**config.mk**
```make
export PLATFORM = sky130hd
export DESIGN_NAME = rainbow_hsv_led_generator
export DESIGN_NICKNAME = d
export VERILOG_FILES = /design/src/sv/rhlg_pkg.sv /design/src/sv/rhlg_colour_unit.sv /design/src/sv/rainbow_hsv_led_generator.sv
export SDC_FILE = /design/constraint.sdc
export NUM_CORES = 1
export LEC_CHECK = 0
export ABC_AREA = 1
export BUFFER_PORTS_ARGS = -buffer_cell sky130_fd_sc_hd__clkbuf_2
export CAP_MARGIN = 15
export CORE_AREA = 8 8 297 299
export CTS_CLUSTER_SIZE = 10
export DETAILED_ROUTE_END_ITERATION = 6
export DIE_AREA = 0 0 305 307
export PLACE_DENSITY = 0.53
export SLEW_MARGIN = 20
export SYNTH_ARGS = -nofsm -noshare
export SYNTH_HDL_FRONTEND = slang
export SYNTH_HIERARCHICAL = 1
export SYNTH_SLANG_ARGS = --single-unit
```
**constraint.sdc**
```tcl
create_clock -name clk_i -period 13.4 [get_ports clk_i]
set_clock_uncertainty 0.05 [all_clocks]
set_input_delay 2.01 -clock clk_i [delete_from_list [all_inputs] [get_ports clk_i]]
set_output_delay 2.01 -clock clk_i [all_outputs]
set_load 0.01 [all_outputs]
```
**src/sv/rhlg_pkg.sv**
```systemverilog
`default_nettype none

package rhlg_pkg;

  // LED frame geometry
  localparam int unsigned MAX_LEDS  = 64;
  localparam int unsigned LED_IDX_W = $clog2(MAX_LEDS);
  localparam int unsigned LED_CNT_W = 7;

  // Field widths
  localparam int unsigned HUE_W     = 16;
  localparam int unsigned INC_W     = 15;
  localparam int unsigned CHAN_W    = 8;
  localparam int unsigned CFG_IDX_W = 3;
  localparam int unsigned CFG_DAT_W = 15;
  localparam int unsigned IN_DATA_W  = 8;
  localparam int unsigned OUT_DATA_W = 32;

  // Hue is degrees times 64
  localparam logic [INC_W-1:0] HUE_FULL   = 15'd23040;
  localparam logic [11:0]      HUE_SECTOR = 12'd3840;

  typedef enum logic [CFG_IDX_W-1:0] {
    CFG_LED_COUNT  = 3'd0,
    CFG_PIXEL_INC  = 3'd1,
    CFG_FRAME_INC  = 3'd2,
    CFG_HUE_LOWER  = 3'd3,
    CFG_HUE_UPPER  = 3'd4,
    CFG_SATURATION = 3'd5
  } cfg_idx_e;

  typedef struct packed {
    logic              start;
    logic [HUE_W-1:0]  hue;
    logic [CHAN_W-1:0] value;
    logic [CHAN_W-1:0] sat;
  } cu_req_t;

  typedef struct packed {
    logic              busy;
    logic              done;
    logic [CHAN_W-1:0] red;
    logic [CHAN_W-1:0] green;
    logic [CHAN_W-1:0] blue;
  } cu_rsp_t;

  // Add the step; past the upper limit, fold the excess onto the lower limit.
  function automatic logic [HUE_W-1:0] advance_hue(logic [HUE_W-1:0] hue,
                                                   logic [INC_W-1:0] inc,
                                                   logic [INC_W-1:0] lower,
                                                   logic [INC_W-1:0] upper);
    logic [HUE_W:0] sum;
    logic [HUE_W:0] folded;
    sum    = {1'b0, hue} + {2'b00, inc};
    folded = {2'b00, lower} + sum - {2'b00, upper};
    if (sum > {2'b00, upper}) begin
      return folded[HUE_W-1:0];
    end
    return sum[HUE_W-1:0];
  endfunction

endpackage

`default_nettype wire

```
**src/sv/rhlg_colour_unit.sv**
```systemverilog
`default_nettype none

module rhlg_colour_unit (
  input  logic              clk_i,
  input  logic              rst_ni,
  input  rhlg_pkg::cu_req_t req_i,
  output rhlg_pkg::cu_rsp_t rsp_o
);
  import rhlg_pkg::*;

  // 255 * 3840: common denominator of p, q and t
  localparam logic [19:0] FRAC_DEN = 20'd979200;
  localparam logic [27:0] DEN_TOP  = 28'(FRAC_DEN) << 7;

  localparam logic [14:0] B1 = 15'(HUE_SECTOR);
  localparam logic [14:0] B2 = 15'(2 * HUE_SECTOR);
  localparam logic [14:0] B3 = 15'(3 * HUE_SECTOR);
  localparam logic [14:0] B4 = 15'(4 * HUE_SECTOR);
  localparam logic [14:0] B5 = 15'(5 * HUE_SECTOR);

  typedef enum logic [2:0] {
    CU_IDLE,
    CU_MULS,
    CU_MULV,
    CU_DIV,
    CU_FIN
  } cu_state_e;

  cu_state_e   state_q;
  logic [2:0]  bit_q;
  logic [2:0]  sec_q;
  logic [11:0] frac_q;
  logic [7:0]  sat_q;      // rotated, back in place after eight steps
  logic [7:0]  val_q;      // rotated likewise
  logic [19:0] sf_q, sg_q;
  logic [27:0] np_q, nq_q, nt_q;
  logic [7:0]  qp_q, qq_q, qt_q;
  logic [7:0]  red_q, green_q, blue_q;
  logic        done_q;

  logic [14:0] hue_c;
  logic [14:0] base_c;
  logic [2:0]  sec_c;
  logic [11:0] comp_c;
  logic [19:0] ap_c, aq_c, at_c;
  logic [7:0]  inv_sat;

  // Sector and offset within it; hue at or past a full turn reads as zero
  always_comb begin
    hue_c = (req_i.hue >= {1'b0, HUE_FULL}) ? 15'd0 : req_i.hue[14:0];
    priority if (hue_c >= B5) begin
      sec_c = 3'd5; base_c = B5;
    end else if (hue_c >= B4) begin
      sec_c = 3'd4; base_c = B4;
    end else if (hue_c >= B3) begin
      sec_c = 3'd3; base_c = B3;
    end else if (hue_c >= B2) begin
      sec_c = 3'd2; base_c = B2;
    end else if (hue_c >= B1) begin
      sec_c = 3'd1; base_c = B1;
    end else begin
      sec_c = 3'd0; base_c = 15'd0;
    end
  end

  assign comp_c  = HUE_SECTOR - frac_q;
  assign inv_sat = ~sat_q;
  // (255 - s) * 3840 = (x << 12) - (x << 8); zero saturation makes all
  // three terms equal the denominator, so grey needs no special path
  assign ap_c = {inv_sat, 12'd0} - {4'd0, inv_sat, 8'd0};
  assign aq_c = FRAC_DEN - sf_q;
  assign at_c = FRAC_DEN - sg_q;

  always_ff @(posedge clk_i or negedge rst_ni) begin
    if (!rst_ni) begin
      state_q <= CU_IDLE;
      bit_q   <= 3'd0;
      done_q  <= 1'b0;
    end else begin
      done_q <= (state_q == CU_FIN);
      unique case (state_q)
        CU_IDLE: begin
          if (req_i.start) begin
            sec_q   <= sec_c;
            frac_q  <= 12'(hue_c - base_c);
            sat_q   <= req_i.sat;
            val_q   <= req_i.value;
            sf_q    <= '0;
            sg_q    <= '0;
            np_q    <= '0;
            nq_q    <= '0;
            nt_q    <= '0;
            bit_q   <= 3'd7;
            state_q <= CU_MULS;
          end
        end
        CU_MULS: begin
          // s * f and s * (3840 - f), one saturation bit a cycle, MSB first;
          // the step counter wraps to seven for the next pass
          sf_q  <= {sf_q[18:0], 1'b0} + (sat_q[7] ? {8'd0, frac_q} : 20'd0);
          sg_q  <= {sg_q[18:0], 1'b0} + (sat_q[7] ? {8'd0, comp_c} : 20'd0);
          sat_q <= {sat_q[6:0], sat_q[7]};
          bit_q <= bit_q - 3'd1;
          if (bit_q == 3'd0) begin
            state_q <= CU_MULV;
          end
        end
        CU_MULV: begin
          // v * term for all three channels, one value bit a cycle
          np_q  <= {np_q[26:0], 1'b0} + (val_q[7] ? {8'd0, ap_c} : 28'd0);
          nq_q  <= {nq_q[26:0], 1'b0} + (val_q[7] ? {8'd0, aq_c} : 28'd0);
          nt_q  <= {nt_q[26:0], 1'b0} + (val_q[7] ? {8'd0, at_c} : 28'd0);
          val_q <= {val_q[6:0], val_q[7]};
          bit_q <= bit_q - 3'd1;
          if (bit_q == 3'd0) begin
            state_q <= CU_DIV;
          end
        end
        CU_DIV: begin
          // Restoring division by the denominator, one quotient bit a cycle
          if (np_q >= DEN_TOP) begin
            np_q <= {np_q[26:0] - DEN_TOP[26:0], 1'b0};
            qp_q <= {qp_q[6:0], 1'b1};
          end else begin
            np_q <= {np_q[26:0], 1'b0};
            qp_q <= {qp_q[6:0], 1'b0};
          end
          if (nq_q >= DEN_TOP) begin
            nq_q <= {nq_q[26:0] - DEN_TOP[26:0], 1'b0};
            qq_q <= {qq_q[6:0], 1'b1};
          end else begin
            nq_q <= {nq_q[26:0], 1'b0};
            qq_q <= {qq_q[6:0], 1'b0};
          end
          if (nt_q >= DEN_TOP) begin
            nt_q <= {nt_q[26:0] - DEN_TOP[26:0], 1'b0};
            qt_q <= {qt_q[6:0], 1'b1};
          end else begin
            nt_q <= {nt_q[26:0], 1'b0};
            qt_q <= {qt_q[6:0], 1'b0};
          end
          bit_q <= bit_q - 3'd1;
          if (bit_q == 3'd0) begin
            state_q <= CU_FIN;
          end
        end
        CU_FIN: begin
          unique case (sec_q)
            3'd0: begin red_q <= val_q; green_q <= qt_q;  blue_q <= qp_q;  end
            3'd1: begin red_q <= qq_q;  green_q <= val_q; blue_q <= qp_q;  end
            3'd2: begin red_q <= qp_q;  green_q <= val_q; blue_q <= qt_q;  end
            3'd3: begin red_q <= qp_q;  green_q <= qq_q;  blue_q <= val_q; end
            3'd4: begin red_q <= qt_q;  green_q <= qp_q;  blue_q <= val_q; end
            default: begin red_q <= val_q; green_q <= qp_q; blue_q <= qq_q; end
          endcase
          state_q <= CU_IDLE;
        end
        default: state_q <= CU_IDLE;
      endcase
    end
  end

  assign rsp_o.busy  = (state_q != CU_IDLE);
  assign rsp_o.done  = done_q;
  assign rsp_o.red   = red_q;
  assign rsp_o.green = green_q;
  assign rsp_o.blue  = blue_q;

endmodule

`default_nettype wire

```
**src/sv/rainbow_hsv_led_generator.sv**
```systemverilog
// LEDs are computed one at a time by the bit-serial multiply/divide colour unit
// (three passes of 8 steps); a new frame request is taken only once the last
// LED of the previous frame has been pushed to the output register.
// A frame request with a led_count of zero is absorbed without leaving idle.
// Reset (rst_ni low, asynchronous) clears the frame hue, loads the register
// defaults and empties the output register.
`default_nettype none

module rainbow_hsv_led_generator (
  input  logic                                clk_i,
  input  logic                                rst_ni,
  // Frame request
  input  logic                                s_axis_tvalid_i,
  output logic                                s_axis_tready_o,
  input  logic [rhlg_pkg::IN_DATA_W-1:0]      s_axis_tdata_i,  // [7:0] brightness
  // LED colours
  output logic                                m_axis_tvalid_o,
  input  logic                                m_axis_tready_i,
  // [5:0] led_index, [13:6] red, [21:14] green, [29:22] blue, [31:30] zero
  output logic [rhlg_pkg::OUT_DATA_W-1:0]     m_axis_tdata_o,
  output logic                                m_axis_tlast_o,  // last_led
  // Register writes
  input  logic                                cfg_we_i,
  input  logic [rhlg_pkg::CFG_IDX_W-1:0]      cfg_idx_i,
  input  logic [rhlg_pkg::CFG_DAT_W-1:0]      cfg_data_i
);
  import rhlg_pkg::*;

  typedef enum logic [1:0] {
    ST_IDLE,
    ST_START,
    ST_WAIT,
    ST_PUSH
  } state_e;

  // Configuration registers
  logic [LED_CNT_W-1:0] led_count_q;
  logic [INC_W-1:0]     pixel_inc_q;
  logic [INC_W-1:0]     frame_inc_q;
  logic [INC_W-1:0]     hue_lower_q;
  logic [INC_W-1:0]     hue_upper_q;
  logic [CHAN_W-1:0]    sat_q;

  // Frame sequencer
  state_e               state_q;
  logic [HUE_W-1:0]     frame_start_hue_q;
  logic [HUE_W-1:0]     hue_q;
  logic [CHAN_W-1:0]    val_q;
  logic [LED_IDX_W-1:0] idx_q;
  logic [LED_CNT_W-1:0] n_q;

  // Output register
  logic                 out_valid_q;
  logic [LED_IDX_W-1:0] out_idx_q;
  logic [CHAN_W-1:0]    out_red_q, out_green_q, out_blue_q;
  logic                 out_last_q;

  cu_req_t              cu_req;
  cu_rsp_t              cu_rsp;

  logic                 in_acc;
  logic                 out_free;
  logic                 led_push;
  logic                 is_last;
  logic [LED_CNT_W-1:0] n_clip;
  logic [HUE_W-1:0]     frame_hue_next;

  assign s_axis_tready_o = (state_q == ST_IDLE);
  assign in_acc          = s_axis_tvalid_i && s_axis_tready_o;
  assign out_free        = !out_valid_q || m_axis_tready_i;
  assign led_push        = (state_q == ST_PUSH) && out_free;
  assign is_last         = ({1'b0, idx_q} + LED_CNT_W'(1)) == n_q;

  // Counts beyond the LED string length clip to it
  assign n_clip = (led_count_q > LED_CNT_W'(MAX_LEDS)) ? LED_CNT_W'(MAX_LEDS) : led_count_q;
  assign frame_hue_next = advance_hue(frame_start_hue_q, frame_inc_q,
                                      hue_lower_q, hue_upper_q);

  assign cu_req.start = (state_q == ST_START);
  assign cu_req.hue   = hue_q;
  assign cu_req.value = val_q;
  assign cu_req.sat   = sat_q;

  rhlg_colour_unit u_colour (
    .clk_i  (clk_i),
    .rst_ni (rst_ni),
    .req_i  (cu_req),
    .rsp_o  (cu_rsp)
  );

  // Register file: the host must write only while no frame is in flight; not enforced here
  always_ff @(posedge clk_i or negedge rst_ni) begin
    if (!rst_ni) begin
      led_count_q <= LED_CNT_W'(1);
      pixel_inc_q <= '0;
      frame_inc_q <= '0;
      hue_lower_q <= '0;
      hue_upper_q <= HUE_FULL;
      sat_q       <= '1;
    end else if (cfg_we_i) begin
      unique case (cfg_idx_i)
        CFG_LED_COUNT:  led_count_q <= cfg_data_i[LED_CNT_W-1:0];
        CFG_PIXEL_INC:  pixel_inc_q <= cfg_data_i;
        CFG_FRAME_INC:  frame_inc_q <= cfg_data_i;
        CFG_HUE_LOWER:  hue_lower_q <= cfg_data_i;
        CFG_HUE_UPPER:  hue_upper_q <= cfg_data_i;
        CFG_SATURATION: sat_q       <= cfg_data_i[CHAN_W-1:0];
        default: ;  // unmapped index: drop the write
      endcase
    end
  end

  // Frame sequencer and output register
  always_ff @(posedge clk_i or negedge rst_ni) begin
    if (!rst_ni) begin
      state_q           <= ST_IDLE;
      frame_start_hue_q <= '0;
      out_valid_q       <= 1'b0;
      idx_q             <= '0;
      n_q               <= '0;
    end else begin
      // Load on a push, drop the held item once the sink takes it
      if (led_push) begin
        out_valid_q <= 1'b1;
      end else if (m_axis_tready_i) begin
        out_valid_q <= 1'b0;
      end
      unique case (state_q)
        ST_IDLE: begin
          if (in_acc) begin
            val_q <= s_axis_tdata_i[CHAN_W-1:0];
            hue_q <= frame_start_hue_q;
            idx_q <= '0;
            n_q   <= n_clip;
            if (n_clip == '0) begin
              // Empty frame: no LEDs, but advance the frame hue anyway
              frame_start_hue_q <= frame_hue_next;
            end else begin
              state_q <= ST_START;
            end
          end
        end
        ST_START: begin
          state_q <= ST_WAIT;
        end
        ST_WAIT: begin
          if (cu_rsp.done) begin
            state_q <= ST_PUSH;
          end
        end
        ST_PUSH: begin
          // Hold the colour in the unit until the output slot frees up
          if (out_free) begin
            out_idx_q   <= idx_q;
            out_red_q   <= cu_rsp.red;
            out_green_q <= cu_rsp.green;
            out_blue_q  <= cu_rsp.blue;
            out_last_q  <= is_last;
            hue_q       <= advance_hue(hue_q, pixel_inc_q, hue_lower_q, hue_upper_q);
            idx_q       <= idx_q + LED_IDX_W'(1);
            if (is_last) begin
              frame_start_hue_q <= frame_hue_next;
              state_q           <= ST_IDLE;
            end else begin
              state_q <= ST_START;
            end
          end
        end
        default: state_q <= ST_IDLE;
      endcase
    end
  end

  assign m_axis_tvalid_o = out_valid_q;
  assign m_axis_tlast_o  = out_last_q;
  assign m_axis_tdata_o  = {2'b00, out_blue_q, out_green_q, out_red_q, out_idx_q};

  // The colour unit is only started while it is idle
  a_start_idle: assert property (@(posedge clk_i) disable iff (!rst_ni)
    cu_req.start |-> !cu_rsp.busy)
    else $error("colour unit started while busy");

  // A finished colour only shows up while the sequencer waits for it
  a_done_wait: assert property (@(posedge clk_i) disable iff (!rst_ni)
    cu_rsp.done |-> state_q == ST_WAIT)
    else $error("colour result arrived outside wait state");

  // While a frame runs, the LED index stays below the frame length
  a_idx_range: assert property (@(posedge clk_i) disable iff (!rst_ni)
    state_q != ST_IDLE |-> {1'b0, idx_q} < n_q)
    else $error("LED index ran past frame length");

  // The stored frame hue only moves at the end of a frame
  a_hue_hold: assert property (@(posedge clk_i) disable iff (!rst_ni)
    state_q == ST_WAIT |=> $stable(frame_start_hue_q))
    else $error("frame hue changed mid-frame");

endmodule

`default_nettype wire

```
==> results.yml <==
outcome:
  status: "finished clean"
sta:
  hold_viol_final: 0
  hold-worst-slack_ns: 0.367
  tightest_slew_ns: 1.06
  slew_headroom: 0.294
  setup_slack_ns: 9.16
  maxSlewViolCount: 0
  fin_crit_ns: 4.24
  rsz0062_at_grt: "false"
  setup_viol: 0
  fin_crit_sh: 0.316
  fmax_ghz: 0.236
  tns_ns: 0
global_routing:
  grt_pass1_vias: 21000
  grt_pass1_wl_um: 113000
  overflow: 0
  grt_max_degree: 66
  gr-usage-all-layers: 0.146
  antenna_found_initial: 0
setup_path:
  worst_setup_path_end_kind: "flop"
  critPathKind: "flop to flop"
  path_max_fanout: 16
  worstPathCellList: "ha_1 -> fa_1 -> nand3_1 -> nand2_1 -> nand2_1 -> nand3_1 -> nand2_1 -> nand2_1 -> xnor2_1 -> inv_1 -> ha_1 -> a21oi_1 -> o21a_1 -> nand2_1 -> nand2_1 -> nand2_1 -> nand2_1 -> nand3_2 -> nand2_1 -> nand2_1 -> nand2_1 -> nand2_1"
  crit_family: "simple AND/OR/NAND/NOR gates"
  cp_slowest_cell: "nand2_1"
  reg2reg_setup_slack_ns: 9.16
  cp.arrival_ns: 4.50
  startpoint_type: "flop"
  cpPeakStageDelay_ns: 0.42
  crit_path_frequent_cell: "nand2_1"
  critPathBufInv: 1
  worstPathRequired_ns: 13.66
floorplan:
  num_rows: 106
  dieArea_um2: 93600
  initial_utilization: 0.318
  die_w_um: 305
  core_um2: 83200
  io_pins: 66
  die_h_um: 307
final_layout:
  syn_to_final_growth_pct: 11.5
  insertedDiodeCount: 0
  instances_no_fill: 4500
  num-nets-final: 3630
  drive_above_1_share: 0.0860
synthesis:
  syn_area_um2: 26400
  synth_top_area_frac: 0.282
  synth.area.mux_share: 0
  ys_async_sr_fraction: 0.315
  synth_edf_count: 248
  ys_ff_latch: 362
  yosys.area.top_type: "edfxtp_1"
  synth_fa_ha_area_frac: 0.114
  synth_area_leaders: "edfxtp_1 28%, nand2_1 11%, dfrtp_1 9.6%"
  synth_top_family_by_area: "simple AND/OR/NAND/NOR gates"
  ys_warn_count: 6
  synthSimpleGateAreaFrac: 0.242
  synth.distinct_cells: 68
  ys_seq_area_frac: 0.390
  syn-instance-count: 3318
  avgSynthCellArea_um2: 7.96
  synth_ff_type: "edfxtp_1"
  synth_xor_area_frac: 0.0276
  synth_compound_area_frac: 0.149
placed_design:
  gp_congestion: 0.864
  dpl.cell_count: 4410
  dp_slack_ns: 8.70
  portBuffers: 63
  dpl.hpwl_um: 52900
cts:
  numCtsBuffers: 48
  cts_tree: "yes"
  cts.repair.resized: 0
  cts_sinks: 362
  cts_root_buffer: "clkbuf_16"
  postCtsSetupBuffers: 0
  clk-insertion-delay-late_ns: 0.61
  ctsHtreeMaxLevel: 2
  path_clk_slew_ns: 0.06
  cts_buffer_depth: 3
  postCtsHoldBufs: 0
routing:
  first_pass_iters: 6
  ant_nets: 0
  dr_wl_met3_um: 2670
  drtIter0Drc: 1296
  wl_met1_um: 33800
  routed-wl-met2_um: 31900
  top_layer: "met4"
  detail_route.wl_per_cell_um: 15.5
  wl_um: 69900
  viasPerCell: 4.86
  drc: 0
  vias: 21900
power_and_ir_drop:
  power_density_nw_per_um2: 270
  ir_worst_vdd_uv: 185
  power.leakage_nw: 13.5
job:
  drv_cap: 0
worst_hold_path:
  hp-class: "flop to flop"
## report_power, final
part	leakage [nW]	total [mW]	switching, mW	internal (mW)
Clock	0.753	1.28	0.522	0.760
Combinational	8.97	4.74	3.04	1.70
Sequential	3.73	1.94	0.288	1.65
## per-stage QoR
stage | util | power, mW | instance area, µm²
4_1_cts | 0.354 | 8.02 | 29500
2_1_floorplan | - | 5.60 | 26400
5_1_grt | 0.354 | 8.79 | 29500
3_3_place_gp | 0.335 | 6.66 | 27900
6_report | 0.354 | 7.96 | 29500
3_5_place_dp | 0.335 | 6.69 | 27900
## sequential cells by signal, indices dropped and copies added, names as in the netlist, 12 cells and up
| name | count |
|---|---|
| u_colour/nq_q | 28 |
| u_colour/nt_q | 27 |
| frame_inc_q | 15 |
| u_colour/sg_q | 19 |
| frame_start_hue_q | 16 |
| u_colour/frac_q | 12 |
| hue_q | 16 |
| hue_upper_q | 15 |
| hue_lower_q | 15 |
| u_colour/sf_q | 20 |
| u_colour/np_q | 20 |
| pixel_inc_q | 15 |
## final timing paths
path,from,cells past startpoint,to
worst max-delay path,hue_q[0],22,hue_q[2]
worst min-delay path,u_colour/blue_q[1],0,out_blue_q[1]
worst max register to register,hue_q[0],22,hue_q[2]
worst min register to register,u_colour/blue_q[1],0,out_blue_q[1]
max in group asynchronous,rst_ni,2,pixel_inc_q[12]
min in group asynchronous,rst_ni,1,frame_inc_q[5]
## layer usage
layer,up-vias,global-route usage
met2,371,0.244
met1,10100,0.201
met4,0,0.0394
met5,-,0
met3,78,0.0172
li1,11300,-
## synthesized netlist by cell type (all sizes together), types with 3 or more instances
master / n
a31oi: 10
dfrtp: 101
o21bai: 9
fa: 37
xor2: 58
buf: 27
o31ai: 6
a21o: 16
a211oi: 4
a22o: 3
nand3: 176
nor3: 67
a32o: 4
o21ai: 293
dfstp: 13
xnor2: 23
a21oi: 277
o2111ai: 8
nand2: 827
o211ai: 4
o21a: 19
nor2: 279
ha: 182
edfxtp: 248
nor4: 11
clkinv: 3
nand3b: 11
a22oi: 4
o22ai: 25
a21boi: 13
and2: 3
clkbuf: 38
or2: 12
nand4: 49
inv: 444
## kinds of logic after synthesis
| group | after synthesis |
|---|---|
| simple gates | 1439 |
| compound gates | 704 |
| buf+inv | 512 |
| flops | 362 |
| fa+ha+maj | 219 |
| xor+xnor | 81 |
| other cells | 1 |
## placed cells by master, fill, tap and decap left out, types with 11 or more instances in the layout
| cell type | count |
|---|---|
| nor4_1 | 11 |
| inv_1 | 432 |
| clkbuf_1 | 21 |
| xnor2_1 | 23 |
| a21boi_0 | 11 |
| ha_1 | 182 |
| nand2_1 | 788 |
| nand3_1 | 158 |
| o22ai_1 | 25 |
| o21a_1 | 19 |
| clkbuf_16 | 48 |
| buf_4 | 14 |
| nor2_2 | 14 |
| fa_1 | 37 |
| o21ai_0 | 272 |
| dfstp_2 | 13 |
| nand2_2 | 31 |
| xor2_1 | 57 |
| nor3_1 | 53 |
| clkbuf_2 | 62 |
| edfxtp_1 | 248 |
| nand3_2 | 16 |
| a21oi_1 | 266 |
| inv_2 | 11 |
| o21ai_1 | 17 |
| nor2_1 | 256 |
| dfrtp_1 | 101 |
| nand4_1 | 47 |
| a21o_1 | 16 |
## final cells by class
type	instances	area, µm²
inverters	447	1680
clock inverters	15	196
flip-flops and latches	362	10300
well taps	1080	1350
clock buffers	75	1360
repair buffers	76	415
fillers	8686	53700
multi-input cells	2445	14100
No activity file was read; power rests on OpenSTA's default activity.
